## config.mk

```make
export PLATFORM = sky130hd
export DESIGN_NAME = vdp_ctrl
export DESIGN_NICKNAME = d
export VERILOG_FILES = /design/src/hw/rtl/vdp_pkg.sv /design/src/hw/rtl/vdp_ctrl.sv
export SDC_FILE = /design/constraint.sdc
export NUM_CORES = 1
export LEC_CHECK = 0
export BUFFER_PORTS_ARGS = -buffer_cell sky130_fd_sc_hd__buf_4
export CAP_MARGIN = 20
export CORE_UTILIZATION = 60
export DETAILED_ROUTE_END_ITERATION = 10
export GPL_TIMING_DRIVEN = 0
export PLACE_DENSITY = 0.9
export SYNTH_ARGS = -nofsm -noshare
export SYNTH_HDL_FRONTEND = slang
export SYNTH_SLANG_ARGS = --single-unit
```

## constraint.sdc

```tcl
create_clock -name clk_i -period 4.39 [get_ports clk_i]
set_input_delay 1.317 -clock clk_i [delete_from_list [all_inputs] [get_ports clk_i]]
set_output_delay 1.317 -clock clk_i [all_outputs]
set_load 0.05 [all_outputs]
```

## src/hw/rtl/vdp_pkg.sv

```systemverilog
// Shared types, constants and the step microprogram for the Van der Pol step engine.
// No dependencies. Used by vdp_ctrl, vdp_datapath and van_der_pol_integrator_step.
package vdp_pkg;

  typedef enum logic [2:0] {
    OP_ADD, OP_SUB, OP_NEG, OP_MOV, OP_MUL, OP_DIV, OP_LD, OP_TOL
  } op_e;

  typedef enum logic [2:0] {
    CTL_NEXT, CTL_MODE, CTL_END, CTL_SING, CTL_CONV
  } ctl_e;

  typedef enum logic [1:0] {
    ST_OK = 2'd0, ST_NOCONV = 2'd1, ST_SINGULAR = 2'd2, ST_SAT = 2'd3
  } status_e;

  typedef enum logic [1:0] {
    CFG_METHOD = 2'd0, CFG_ALPHA = 2'd1, CFG_TOL = 2'd2
  } cfg_idx_e;

  typedef enum logic [3:0] {
    S_IDLE, S_RD, S_EX, S_MWB, S_DIV, S_DWB, S_SEQ, S_FIN
  } ctrl_state_e;

  localparam int unsigned PC_W = 7;
  typedef logic [PC_W-1:0] pc_t;
  typedef logic [4:0]      raddr_t;

  localparam logic [30:0] ALPHA_RESET = 31'd83886080;
  localparam logic [24:0] TOL_RESET   = 25'd1;
  localparam int unsigned DIV_STEPS   = 32;

  // scratch register file map
  localparam raddr_t R_X    = 5'd0;
  localparam raddr_t R_V    = 5'd1;
  localparam raddr_t R_DT   = 5'd2;
  localparam raddr_t R_AL   = 5'd3;
  localparam raddr_t R_ONE  = 5'd4;
  localparam raddr_t R_HALF = 5'd5;
  localparam raddr_t R_HDT  = 5'd6;
  localparam raddr_t R_T1   = 5'd7;
  localparam raddr_t R_K1V  = 5'd8;
  localparam raddr_t R_XP   = 5'd9;
  localparam raddr_t R_VP   = 5'd10;
  localparam raddr_t R_K2V  = 5'd11;
  localparam raddr_t R_T2   = 5'd12;
  localparam raddr_t R_XR   = 5'd13;
  localparam raddr_t R_VR   = 5'd14;
  localparam raddr_t R_G0   = 5'd15;
  localparam raddr_t R_A12  = 5'd16;
  localparam raddr_t R_RF   = 5'd17;
  localparam raddr_t R_RG   = 5'd18;
  localparam raddr_t R_TT   = 5'd19;
  localparam raddr_t R_A21  = 5'd20;
  localparam raddr_t R_A22  = 5'd21;
  localparam raddr_t R_DET  = 5'd22;
  localparam raddr_t R_DX   = 5'd23;
  localparam raddr_t R_DV   = 5'd24;
  localparam raddr_t R_T3   = 5'd25;

  // load selects (source A field of OP_LD)
  localparam raddr_t LD_X     = 5'd0;
  localparam raddr_t LD_V     = 5'd1;
  localparam raddr_t LD_DT    = 5'd2;
  localparam raddr_t LD_ALPHA = 5'd3;
  localparam raddr_t LD_ONE   = 5'd4;
  localparam raddr_t LD_HALF  = 5'd5;

  localparam pc_t TRAP_PC = 7'd27;
  localparam pc_t LOOP_PC = 7'd35;

  typedef struct packed {
    op_e    op;
    ctl_e   ctl;
    raddr_t dst;
    raddr_t sa;
    raddr_t sb;
  } uop_t;

  typedef struct packed {
    logic    load_in;
    logic    rd;
    logic    exec;
    logic    mul_wb;
    logic    div_step;
    logic    div_wb;
    logic    capture;
    status_e status;
    uop_t    uop;
  } dp_cmd_t;

  typedef struct packed {
    logic flag;   // last result was zero, or tolerance met after OP_TOL
    logic clamp;  // some intermediate saturated during this transaction
  } dp_stat_t;

  typedef struct packed {
    logic [31:0] val;
    logic        clip;
  } sat_t;

  function automatic sat_t sat33(input logic [32:0] v);
    sat_t r;
    r.clip = v[32] != v[31];
    if (r.clip) begin
      r.val = v[32] ? 32'h8000_0000 : 32'h7FFF_FFFF;
    end else begin
      r.val = v[31:0];
    end
    return r;
  endfunction

  function automatic uop_t mk(input op_e op, input ctl_e ctl, input raddr_t dst,
                              input raddr_t sa, input raddr_t sb);
    uop_t u;
    u.op  = op;
    u.ctl = ctl;
    u.dst = dst;
    u.sa  = sa;
    u.sb  = sb;
    return u;
  endfunction

  // Heun from 7, trapezoidal prologue from 27, Newton body from 35
  function automatic uop_t ucode(input pc_t pc);
    uop_t u;
    u = mk(OP_MOV, CTL_END, R_T1, R_T1, R_T1);
    case (pc)
      7'd0:  u = mk(OP_LD,  CTL_NEXT, R_X,    LD_X,     R_X);
      7'd1:  u = mk(OP_LD,  CTL_NEXT, R_V,    LD_V,     R_X);
      7'd2:  u = mk(OP_LD,  CTL_NEXT, R_DT,   LD_DT,    R_X);
      7'd3:  u = mk(OP_LD,  CTL_NEXT, R_AL,   LD_ALPHA, R_X);
      7'd4:  u = mk(OP_LD,  CTL_NEXT, R_ONE,  LD_ONE,   R_X);
      7'd5:  u = mk(OP_LD,  CTL_NEXT, R_HALF, LD_HALF,  R_X);
      7'd6:  u = mk(OP_MUL, CTL_MODE, R_HDT,  R_DT,     R_HALF);
      7'd7:  u = mk(OP_MUL, CTL_NEXT, R_T1,   R_X,      R_X);
      7'd8:  u = mk(OP_SUB, CTL_NEXT, R_T1,   R_ONE,    R_T1);
      7'd9:  u = mk(OP_MUL, CTL_NEXT, R_T1,   R_AL,     R_T1);
      7'd10: u = mk(OP_MUL, CTL_NEXT, R_T1,   R_T1,     R_V);
      7'd11: u = mk(OP_SUB, CTL_NEXT, R_K1V,  R_T1,     R_X);
      7'd12: u = mk(OP_MUL, CTL_NEXT, R_T1,   R_DT,     R_V);
      7'd13: u = mk(OP_ADD, CTL_NEXT, R_XP,   R_X,      R_T1);
      7'd14: u = mk(OP_MUL, CTL_NEXT, R_T1,   R_DT,     R_K1V);
      7'd15: u = mk(OP_ADD, CTL_NEXT, R_VP,   R_V,      R_T1);
      7'd16: u = mk(OP_MUL, CTL_NEXT, R_T1,   R_XP,     R_XP);
      7'd17: u = mk(OP_SUB, CTL_NEXT, R_T1,   R_ONE,    R_T1);
      7'd18: u = mk(OP_MUL, CTL_NEXT, R_T1,   R_AL,     R_T1);
      7'd19: u = mk(OP_MUL, CTL_NEXT, R_T1,   R_T1,     R_VP);
      7'd20: u = mk(OP_SUB, CTL_NEXT, R_K2V,  R_T1,     R_XP);
      7'd21: u = mk(OP_ADD, CTL_NEXT, R_T1,   R_V,      R_VP);
      7'd22: u = mk(OP_MUL, CTL_NEXT, R_T1,   R_HDT,    R_T1);
      7'd23: u = mk(OP_ADD, CTL_NEXT, R_XR,   R_X,      R_T1);
      7'd24: u = mk(OP_ADD, CTL_NEXT, R_T1,   R_K1V,    R_K2V);
      7'd25: u = mk(OP_MUL, CTL_NEXT, R_T1,   R_HDT,    R_T1);
      7'd26: u = mk(OP_ADD, CTL_END,  R_VR,   R_V,      R_T1);
      7'd27: u = mk(OP_NEG, CTL_NEXT, R_A12,  R_HDT,    R_HDT);
      7'd28: u = mk(OP_MUL, CTL_NEXT, R_T1,   R_X,      R_X);
      7'd29: u = mk(OP_SUB, CTL_NEXT, R_T1,   R_ONE,    R_T1);
      7'd30: u = mk(OP_MUL, CTL_NEXT, R_T1,   R_AL,     R_T1);
      7'd31: u = mk(OP_MUL, CTL_NEXT, R_T1,   R_T1,     R_V);
      7'd32: u = mk(OP_SUB, CTL_NEXT, R_G0,   R_T1,     R_X);
      7'd33: u = mk(OP_MOV, CTL_NEXT, R_XR,   R_X,      R_X);
      7'd34: u = mk(OP_MOV, CTL_NEXT, R_VR,   R_V,      R_V);
      7'd35: u = mk(OP_SUB, CTL_NEXT, R_RF,   R_XR,     R_X);
      7'd36: u = mk(OP_ADD, CTL_NEXT, R_T1,   R_V,      R_VR);
      7'd37: u = mk(OP_MUL, CTL_NEXT, R_T1,   R_HDT,    R_T1);
      7'd38: u = mk(OP_SUB, CTL_NEXT, R_RF,   R_RF,     R_T1);
      7'd39: u = mk(OP_MUL, CTL_NEXT, R_T1,   R_XR,     R_XR);
      7'd40: u = mk(OP_SUB, CTL_NEXT, R_T1,   R_ONE,    R_T1);
      7'd41: u = mk(OP_MUL, CTL_NEXT, R_T1,   R_AL,     R_T1);
      7'd42: u = mk(OP_MUL, CTL_NEXT, R_T2,   R_T1,     R_VR);
      7'd43: u = mk(OP_SUB, CTL_NEXT, R_T2,   R_T2,     R_XR);
      7'd44: u = mk(OP_ADD, CTL_NEXT, R_T2,   R_G0,     R_T2);
      7'd45: u = mk(OP_MUL, CTL_NEXT, R_T2,   R_HDT,    R_T2);
      7'd46: u = mk(OP_SUB, CTL_NEXT, R_RG,   R_VR,     R_V);
      7'd47: u = mk(OP_SUB, CTL_NEXT, R_RG,   R_RG,     R_T2);
      7'd48: u = mk(OP_MUL, CTL_NEXT, R_TT,   R_XR,     R_VR);
      7'd49: u = mk(OP_MUL, CTL_NEXT, R_TT,   R_AL,     R_TT);
      7'd50: u = mk(OP_ADD, CTL_NEXT, R_A21,  R_TT,     R_TT);
      7'd51: u = mk(OP_ADD, CTL_NEXT, R_A21,  R_A21,    R_ONE);
      7'd52: u = mk(OP_MUL, CTL_NEXT, R_A21,  R_HDT,    R_A21);
      // damping term in T1 is still alpha*(1 - x1^2)
      7'd53: u = mk(OP_MUL, CTL_NEXT, R_A22,  R_HDT,    R_T1);
      7'd54: u = mk(OP_SUB, CTL_NEXT, R_A22,  R_ONE,    R_A22);
      7'd55: u = mk(OP_MUL, CTL_NEXT, R_T3,   R_A12,    R_A21);
      7'd56: u = mk(OP_SUB, CTL_SING, R_DET,  R_A22,    R_T3);
      7'd57: u = mk(OP_MUL, CTL_NEXT, R_T1,   R_RF,     R_A22);
      7'd58: u = mk(OP_NEG, CTL_NEXT, R_T1,   R_T1,     R_T1);
      7'd59: u = mk(OP_MUL, CTL_NEXT, R_T2,   R_RG,     R_A12);
      7'd60: u = mk(OP_ADD, CTL_NEXT, R_T1,   R_T1,     R_T2);
      7'd61: u = mk(OP_DIV, CTL_NEXT, R_DX,   R_T1,     R_DET);
      7'd62: u = mk(OP_MUL, CTL_NEXT, R_T1,   R_RF,     R_A21);
      7'd63: u = mk(OP_SUB, CTL_NEXT, R_T1,   R_T1,     R_RG);
      7'd64: u = mk(OP_DIV, CTL_NEXT, R_DV,   R_T1,     R_DET);
      7'd65: u = mk(OP_ADD, CTL_NEXT, R_XR,   R_XR,     R_DX);
      7'd66: u = mk(OP_ADD, CTL_NEXT, R_VR,   R_VR,     R_DV);
      7'd67: u = mk(OP_TOL, CTL_CONV, R_T1,   R_DX,     R_DV);
      default: u = mk(OP_MOV, CTL_END, R_T1, R_T1, R_T1);
    endcase
    return u;
  endfunction

endpackage

```

## src/hw/rtl/vdp_ctrl.sv

```systemverilog
// Controller: microprogram sequencer, Newton iteration count and the output
// handshake. Drives vdp_datapath through dp_cmd_t. Depends on vdp_pkg.
module vdp_ctrl #(
  parameter int unsigned MAX_NEWTON_ITERS = 32
) (
  input  logic              clk_i,
  input  logic              rst_ni,
  input  logic              in_valid_i,
  output logic              in_stall_o,
  output logic              out_valid_o,
  input  logic              out_stall_i,
  input  logic              method_i,
  input  vdp_pkg::dp_stat_t stat_i,
  output vdp_pkg::dp_cmd_t  cmd_o
);

  localparam int unsigned IT_W = (MAX_NEWTON_ITERS > 1) ? $clog2(MAX_NEWTON_ITERS) : 1;
  localparam logic [IT_W-1:0] IT_LAST = IT_W'(MAX_NEWTON_ITERS - 1);
  localparam logic [4:0] DIV_LAST = 5'(vdp_pkg::DIV_STEPS - 1);

  vdp_pkg::ctrl_state_e state_q, state_d;
  vdp_pkg::pc_t         pc_q, pc_d;
  logic [IT_W-1:0]      iter_q, iter_d;
  logic [4:0]           divcnt_q, divcnt_d;
  vdp_pkg::status_e     fin_q, fin_d;
  logic                 out_valid_q, out_valid_d;
  vdp_pkg::uop_t        uop;
  vdp_pkg::status_e     ok_code;

  assign uop     = vdp_pkg::ucode(pc_q);
  assign ok_code = stat_i.clamp ? vdp_pkg::ST_SAT : vdp_pkg::ST_OK;

  always_ff @(posedge clk_i or negedge rst_ni) begin
    if (!rst_ni) begin
      state_q     <= vdp_pkg::S_IDLE;
      pc_q        <= '0;
      iter_q      <= '0;
      divcnt_q    <= '0;
      fin_q       <= vdp_pkg::ST_OK;
      out_valid_q <= 1'b0;
    end else begin
      state_q     <= state_d;
      pc_q        <= pc_d;
      iter_q      <= iter_d;
      divcnt_q    <= divcnt_d;
      fin_q       <= fin_d;
      out_valid_q <= out_valid_d;
    end
  end

  always_comb begin
    state_d       = state_q;
    pc_d          = pc_q;
    iter_d        = iter_q;
    divcnt_d      = divcnt_q;
    fin_d         = fin_q;
    cmd_o         = '0;
    cmd_o.uop     = uop;
    cmd_o.status  = fin_q;
    case (state_q)
      vdp_pkg::S_IDLE: begin
        if (in_valid_i) begin
          cmd_o.load_in = 1'b1;
          pc_d          = '0;
          iter_d        = '0;
          state_d       = vdp_pkg::S_RD;
        end
      end
      vdp_pkg::S_RD: begin
        cmd_o.rd = 1'b1;
        state_d  = vdp_pkg::S_EX;
      end
      vdp_pkg::S_EX: begin
        cmd_o.exec = 1'b1;
        if (uop.op == vdp_pkg::OP_MUL) begin
          state_d = vdp_pkg::S_MWB;
        end else if (uop.op == vdp_pkg::OP_DIV) begin
          divcnt_d = '0;
          state_d  = vdp_pkg::S_DIV;
        end else begin
          state_d = vdp_pkg::S_SEQ;
        end
      end
      vdp_pkg::S_MWB: begin
        cmd_o.mul_wb = 1'b1;
        state_d      = vdp_pkg::S_SEQ;
      end
      vdp_pkg::S_DIV: begin
        cmd_o.div_step = 1'b1;
        divcnt_d       = divcnt_q + 5'd1;
        if (divcnt_q == DIV_LAST) begin
          state_d = vdp_pkg::S_DWB;
        end
      end
      vdp_pkg::S_DWB: begin
        cmd_o.div_wb = 1'b1;
        state_d      = vdp_pkg::S_SEQ;
      end
      vdp_pkg::S_SEQ: begin
        pc_d    = pc_q + 1'b1;
        state_d = vdp_pkg::S_RD;
        case (uop.ctl)
          vdp_pkg::CTL_MODE: begin
            if (method_i) begin
              pc_d = vdp_pkg::TRAP_PC;
            end
          end
          vdp_pkg::CTL_END: begin
            fin_d   = ok_code;
            state_d = vdp_pkg::S_FIN;
          end
          vdp_pkg::CTL_SING: begin
            if (stat_i.flag) begin
              fin_d   = vdp_pkg::ST_SINGULAR;
              state_d = vdp_pkg::S_FIN;
            end
          end
          vdp_pkg::CTL_CONV: begin
            if (stat_i.flag) begin
              fin_d   = ok_code;
              state_d = vdp_pkg::S_FIN;
            end else if (iter_q == IT_LAST) begin
              fin_d   = vdp_pkg::ST_NOCONV;
              state_d = vdp_pkg::S_FIN;
            end else begin
              iter_d = iter_q + 1'b1;
              pc_d   = vdp_pkg::LOOP_PC;
            end
          end
          default: ;
        endcase
      end
      vdp_pkg::S_FIN: begin
        if (!out_valid_q || !out_stall_i) begin
          cmd_o.capture = 1'b1;
          state_d       = vdp_pkg::S_IDLE;
        end
      end
      default: state_d = vdp_pkg::S_IDLE;
    endcase
  end

  always_comb begin
    out_valid_d = out_valid_q;
    if (cmd_o.capture) begin
      out_valid_d = 1'b1;
    end else if (out_valid_q && !out_stall_i) begin
      out_valid_d = 1'b0;
    end
  end

  assign in_stall_o  = state_q != vdp_pkg::S_IDLE;
  assign out_valid_o = out_valid_q;

  a_no_overwrite: assert property (@(posedge clk_i) disable iff (!rst_ni)
    cmd_o.capture |-> !(out_valid_q && out_stall_i))
    else $error("result overwritten while held");

  a_div_count_init: assert property (@(posedge clk_i) disable iff (!rst_ni)
    (state_q == vdp_pkg::S_EX && uop.op == vdp_pkg::OP_DIV) |=> divcnt_q == 5'd0)
    else $error("divider count not cleared");

  a_iter_bound: assert property (@(posedge clk_i) disable iff (!rst_ni)
    iter_q <= IT_LAST)
    else $error("iteration count beyond limit");

  a_accept_starts: assert property (@(posedge clk_i) disable iff (!rst_ni)
    (state_q == vdp_pkg::S_IDLE && in_valid_i) |=> (state_q == vdp_pkg::S_RD && pc_q == '0))
    else $error("accepted transaction did not start program");

endmodule

```

After elaboration in Yosys (flattened, before gate mapping)
Memories as Yosys holds them, arrays and structs flattened.
Index checks and enable logic that the tools add are counted.

word-level totals
  ROM bits = 2688
  output and inout bits = 32
  bits in registers = 24
  logic and storage cells = 91
  input port bits = 7
  memories kept = 1

cells by class
  equality and inequality tests = 25
  multiplexer cells = 40
  reduce and logical (&&, ||, !) cells = 16
  add/sub/neg operators = 3

memories
  name              depth  bits a word  read ports  clocked after Yosys merged registers in  wr ports  RTL line        text
  (name not given)  128    21           1           0                                        0         vdp_pkg.sv:128  case (pc)

operator list
  kind                 number
  $mux 5               6
  $mux 7               4
  $pmux 4 s7           1
  $pmux 7 s2           2
  $pmux 5 s2           2
  $ne 2x2->1 const B   9
  $eq 4x3->1 const B   4
  $mux 4               4
  $mux 1               11
  $add 5x1->5 const B  2
  $eq 5x5->1 const B   2
  $mux 2               5
  $eq 3x3->1 const B   3
  $mux 3               3
  $pmux 3 s3           1
  $eq 4x2->1 const B   2
  $add 7x1->7 const B  1
  $eq 3x2->1 const B   2
  $pmux 2 s3           1
  $reduce_and 3->1     2
  $reduce_bool 2->1    3
  $reduce_and 5->1     1
  $eq 4x1->1 const B   1
  $logic_not 4->1      1
  10 further kinds     11

Depth between registers and ports, before layout
  word-level depth = 5
  depth in mapped cells = 12
  mapped depth without buffers = 9

Worst setup path after synthesis
Ideal clock, no wire load.

  path type = flip-flop to output port
  from = register pc_q[1]
  to = output cmd_o[13] (netlist name)
  required time = 3.073 ns
  setup slack = 0.149 ns
  buffers on the path = 2
  cell stages (with the launch flop) = 10
  arrival time = 2.924 ns
  cells stage by stage = dfrtp_1 clkbuf_1 inv_1 ha_1 buf_2 nor2_1 a21oi_1 a211oi_1 a31oi_1 o21ai_0

RTL lines
  what                    RTL line        text
  from (decl)             vdp_ctrl.sv:22  vdp_pkg::pc_t pc_q, pc_d;
  from (signal assigned)  vdp_ctrl.sv:43  pc_q <= pc_d;
  to (decl)               vdp_ctrl.sv:14  output vdp_pkg::dp_cmd_t cmd_o

==> results.md <==
- Max Slew Vio Count: 0
- Arr. time, crit path: ~3.0 ns
- Worst Setup Slack post-DPL: -0.1836 ns
- Crit path launch type: register
- Crit Reg-Reg Startpoint: pc_q[2]$_DFFE_PN0P_
- GRT Overall Usage: 0.4537
- Unrepaired setup endpoints after global routing: false
- Hold Crit Endpoint: iter_q[0]$_DFFE_PN0P_
- Total CTS buffers: 3
- Setup WS post-layout: a little under 0.1 ns
- CP Launch Point: pc_q[1]$_DFFE_PN0P_
- Cell area after layout: roughly 0.0037 mm^2
- Synthesized cell area: roughly 0.0032 mm^2
- H-tree depth: 1
- Post-Syn Instances: approximately 440
- Routed wire length: 12290 um
- Latest clock arrival within the worst-skew pair: 0.27 ns
- Tcrit/Tclk final: 0.9781
- Row count: 26
- FF/Latch Area: 579.3 um^2
- Crit path depth: 12
- Depth of the most critical reg-to-reg path: 12
- Synth Area per Inst: around 7.4 um^2
- Worst hold path class: reg -> reg
- Crit path max-delay family: buffers and inverters
- Status: finished, final reports clean
- Crit-path max FO: 10
- Multi-input gate area: around 0.0024 mm^2
- Largest net degree at the start of global routing: 24
- Ys async rst share: 1.000
- Worst slew pin tran: between 0.7 and 0.8 ns
- Die area: roughly 0.0057 mm^2
- Biggest cell delay along the critical path: around 0.47 ns
- Final ANT Viol Nets: 0
- Root Driver: clkbuf_8
- Nets@finish: between 500 and 600
- Gpl congestion: 1.053
- Initial drt markers: about 820
- Min-delay src: iter_q[0]$_DFFE_PN0P_
- Initial antenna violation count: 0
- Die Y: roughly 75 um
- Fill count: between 400 and 500
- Drt pass-1 iters: 6
- Starting Density: 0.6254
- Netlist cell types: 73
- Placed Area: between 0.003 and 0.004 mm^2
- Yosys warning total: 0
- # clock sinks: 23
- Top Ports: 39
- Ys flop type: dfrtp_1
- Rel. slew slack: 0.4790
- Worst EP required: roughly 3.1 ns
- VDD IR max: roughly 480 uV
- Die width: 75.20 um
- Vias per cell: about 7
- Clock slew at reported path FFs: 0.08 ns
- Yosys reg bits: 23
- Area growth syn-to-layout: 15.10%
- Total gr overflow: 0
- Max-Cap Viols: 0
- Static Leak: about 1.6 nW
- Max Root-Sink Buffers: 2
- Crit end category: output pin
- Vias: a little under 4000
- Final setup fails: 0
- First-pass GRT wire length: 18760 um
- HPWL after DPL: between 8000 and 9000 um
- Core Util, Final: 0.7198
- WP buf/inv: 5
- R2R Setup Slk: roughly 1.3 ns
- Vias in the first global route: about 3600
- Most used cell, CP: buf_4
- Net Count, Synth: roughly 470
- Post-synth EDFFs: 0
- Total power divided by cell area: about 670 mW/mm^2
- Peak Freq: 232.9 MHz
- Cell Chain, Critical Path: buf_4 > clkinvlp_4 > ha_1 > clkbuf_4 > nand2b_1 > clkbuf_2 > a311oi_1 > a31oi_1 > o221ai_1 > nand2_1 > o21ai_0 > buf_4
- Share of cells above drive strength 1: 0.2112
- Fin. Hold Viols: 0
- Ant. Diodes: 0
- Drt drc: 0
- Clock Skew: around 0.0024 ns
- Min cycle time layout: 4.294 ns
- Sequential-to-total area share from yosys stat: 0.1791
- Port-buffer cells: 38
- Core Area: around 0.005 mm^2
- Reg2reg end: divcnt_q[0]$_DFFE_PN0P_
- Setup CP Type: reg -> out
- Slowest cell on crit path: dfrtp_2
- Hold-critical path depth: 1
- CTS tree: built
- Routed len/inst: 22.22 um
[stage by stage]
step	instances	TNS, ns	total power [mW]	hold WS (ns)
global placement	544	-0.2104	2.166	0.4992
detailed placement	544	-0.3767	2.192	0.5063
global route	553	0	2.600	0.5423
floorplan	436	0	1.675	0.4772
CTS	551	0	2.354	0.5166
finish	553	0	2.478	0.5159
[Yosys cell counts, types with 9 or more instances]
cell      instances  share of area
o21ai_0          41          0.064
nand2_1          57          0.067
mux2i_1           9          0.028
nor2_1           37          0.043
a21oi_1          30          0.047
nand2b_1         15          0.029
inv_1            13          0.015
ha_1             28           0.11
dfrtp_1          23           0.18
clkbuf_1         12          0.014
buf_2            12          0.019
nand3_1          11          0.017
a211oi_1         10          0.023
buf_4            12          0.028
[cell usage in the layout (no fill, tap or decap), types with 3 or more instances in the layout]
| cell type | synthesis | final |
|---|---|---|
| dfrtp_2 | 0 | 3 |
| a21boi_0 | 4 | 4 |
| buf_2 | 12 | 11 |
| o21ai_1 | 4 | 4 |
| nor2_1 | 37 | 37 |
| nand4_1 | 5 | 5 |
| nor2b_1 | 7 | 7 |
| and3_1 | 3 | 3 |
| a311oi_1 | 6 | 6 |
| mux2i_1 | 9 | 9 |
| dfrtp_1 | 23 | 20 |
| nand2_1 | 57 | 57 |
| buf_4 | 12 | 58 |
| nor3b_1 | 5 | 5 |
| clkbuf_1 | 12 | 10 |
| clkbuf_8 | 0 | 3 |
| a211oi_1 | 10 | 10 |
| nor3_1 | 8 | 8 |
| inv_1 | 13 | 11 |
| nand3_1 | 11 | 11 |
| xor2_1 | 4 | 4 |
| a21oi_1 | 30 | 30 |
| o21a_1 | 3 | 3 |
| nand2b_1 | 15 | 15 |
| o21ai_0 | 41 | 41 |
| ha_1 | 28 | 26 |
| a31oi_1 | 8 | 8 |
| or3_1 | 4 | 4 |
| and3b_1 | 3 | 3 |
[metal layers]
metal	GRT usage	part of all wire	vias to the layer above
li1	-	-	1676
met4	0.2901	0.067	0
met2	0.7117	0.44	391
met3	0.08568	0.14	91
met5	0	0	-
met1	0.5748	0.35	1757
[registers in the layout, indices dropped and copies added, names as in the netlist]
register	count
out_valid_o	1
fin_q	2
divcnt_q	5
state_q	3
iter_q	5
pc_q	7
[cell families after synthesis]
logic type               after synthesis  share of synthesized area
AND/OR/NAND/NOR                      174                     0.2814
multiplexers                          12                    0.04554
adder cells (fa/ha/maj)               28                     0.1090
XOR/XNOR                               4                    0.01090
buffers and inverters                 52                    0.08213
AO/OA/AOI/OAI                        143                     0.2919
flip-flops                            23                     0.1791
[what timing repair did]
| action | CTS | global route |
|---|---|---|
| buffers inserted | 3 | 4 |
| gates resized for setup | 5 | 6 |
| endpoints found under the hold margin | 0 | 0 |
| hold buffers | 0 | 0 |
| endpoints found under the setup margin | 16 | 12 |
[cell type report]
| type | count | share of cell area |
|---|---|---|
| multi-input cells | 361 | 0.6432 |
| flip-flops and latches | 23 | 0.1566 |
| repair buffers | 45 | 0.09131 |
| plain buffers | 36 | 0.05681 |
| well taps | 70 | 0.02367 |
| inverters | 14 | 0.01623 |
| clock buffers | 4 | 0.01217 |
[power by group]
part / switching, mW / internal, mW / total, mW
sequential: 0.0818 / 0.266 / 0.348
clock: 0.0698 / 0.0651 / 0.135
combinational: 1.33 / 0.667 / 1.99
total: 1.48 / 0.998 / 2.48
[worst max path at each step]
stage	to	slack, ns
global placement	cmd_o[2]	-0.14
floorplan	cmd_o[13]	0.15
detailed placement	cmd_o[2]	-0.18
CTS	cmd_o[2]	0.008
global route	cmd_o[2]	0.01
finish	cmd_o[2]	0.1
Power figures use the tool's default switching activity.
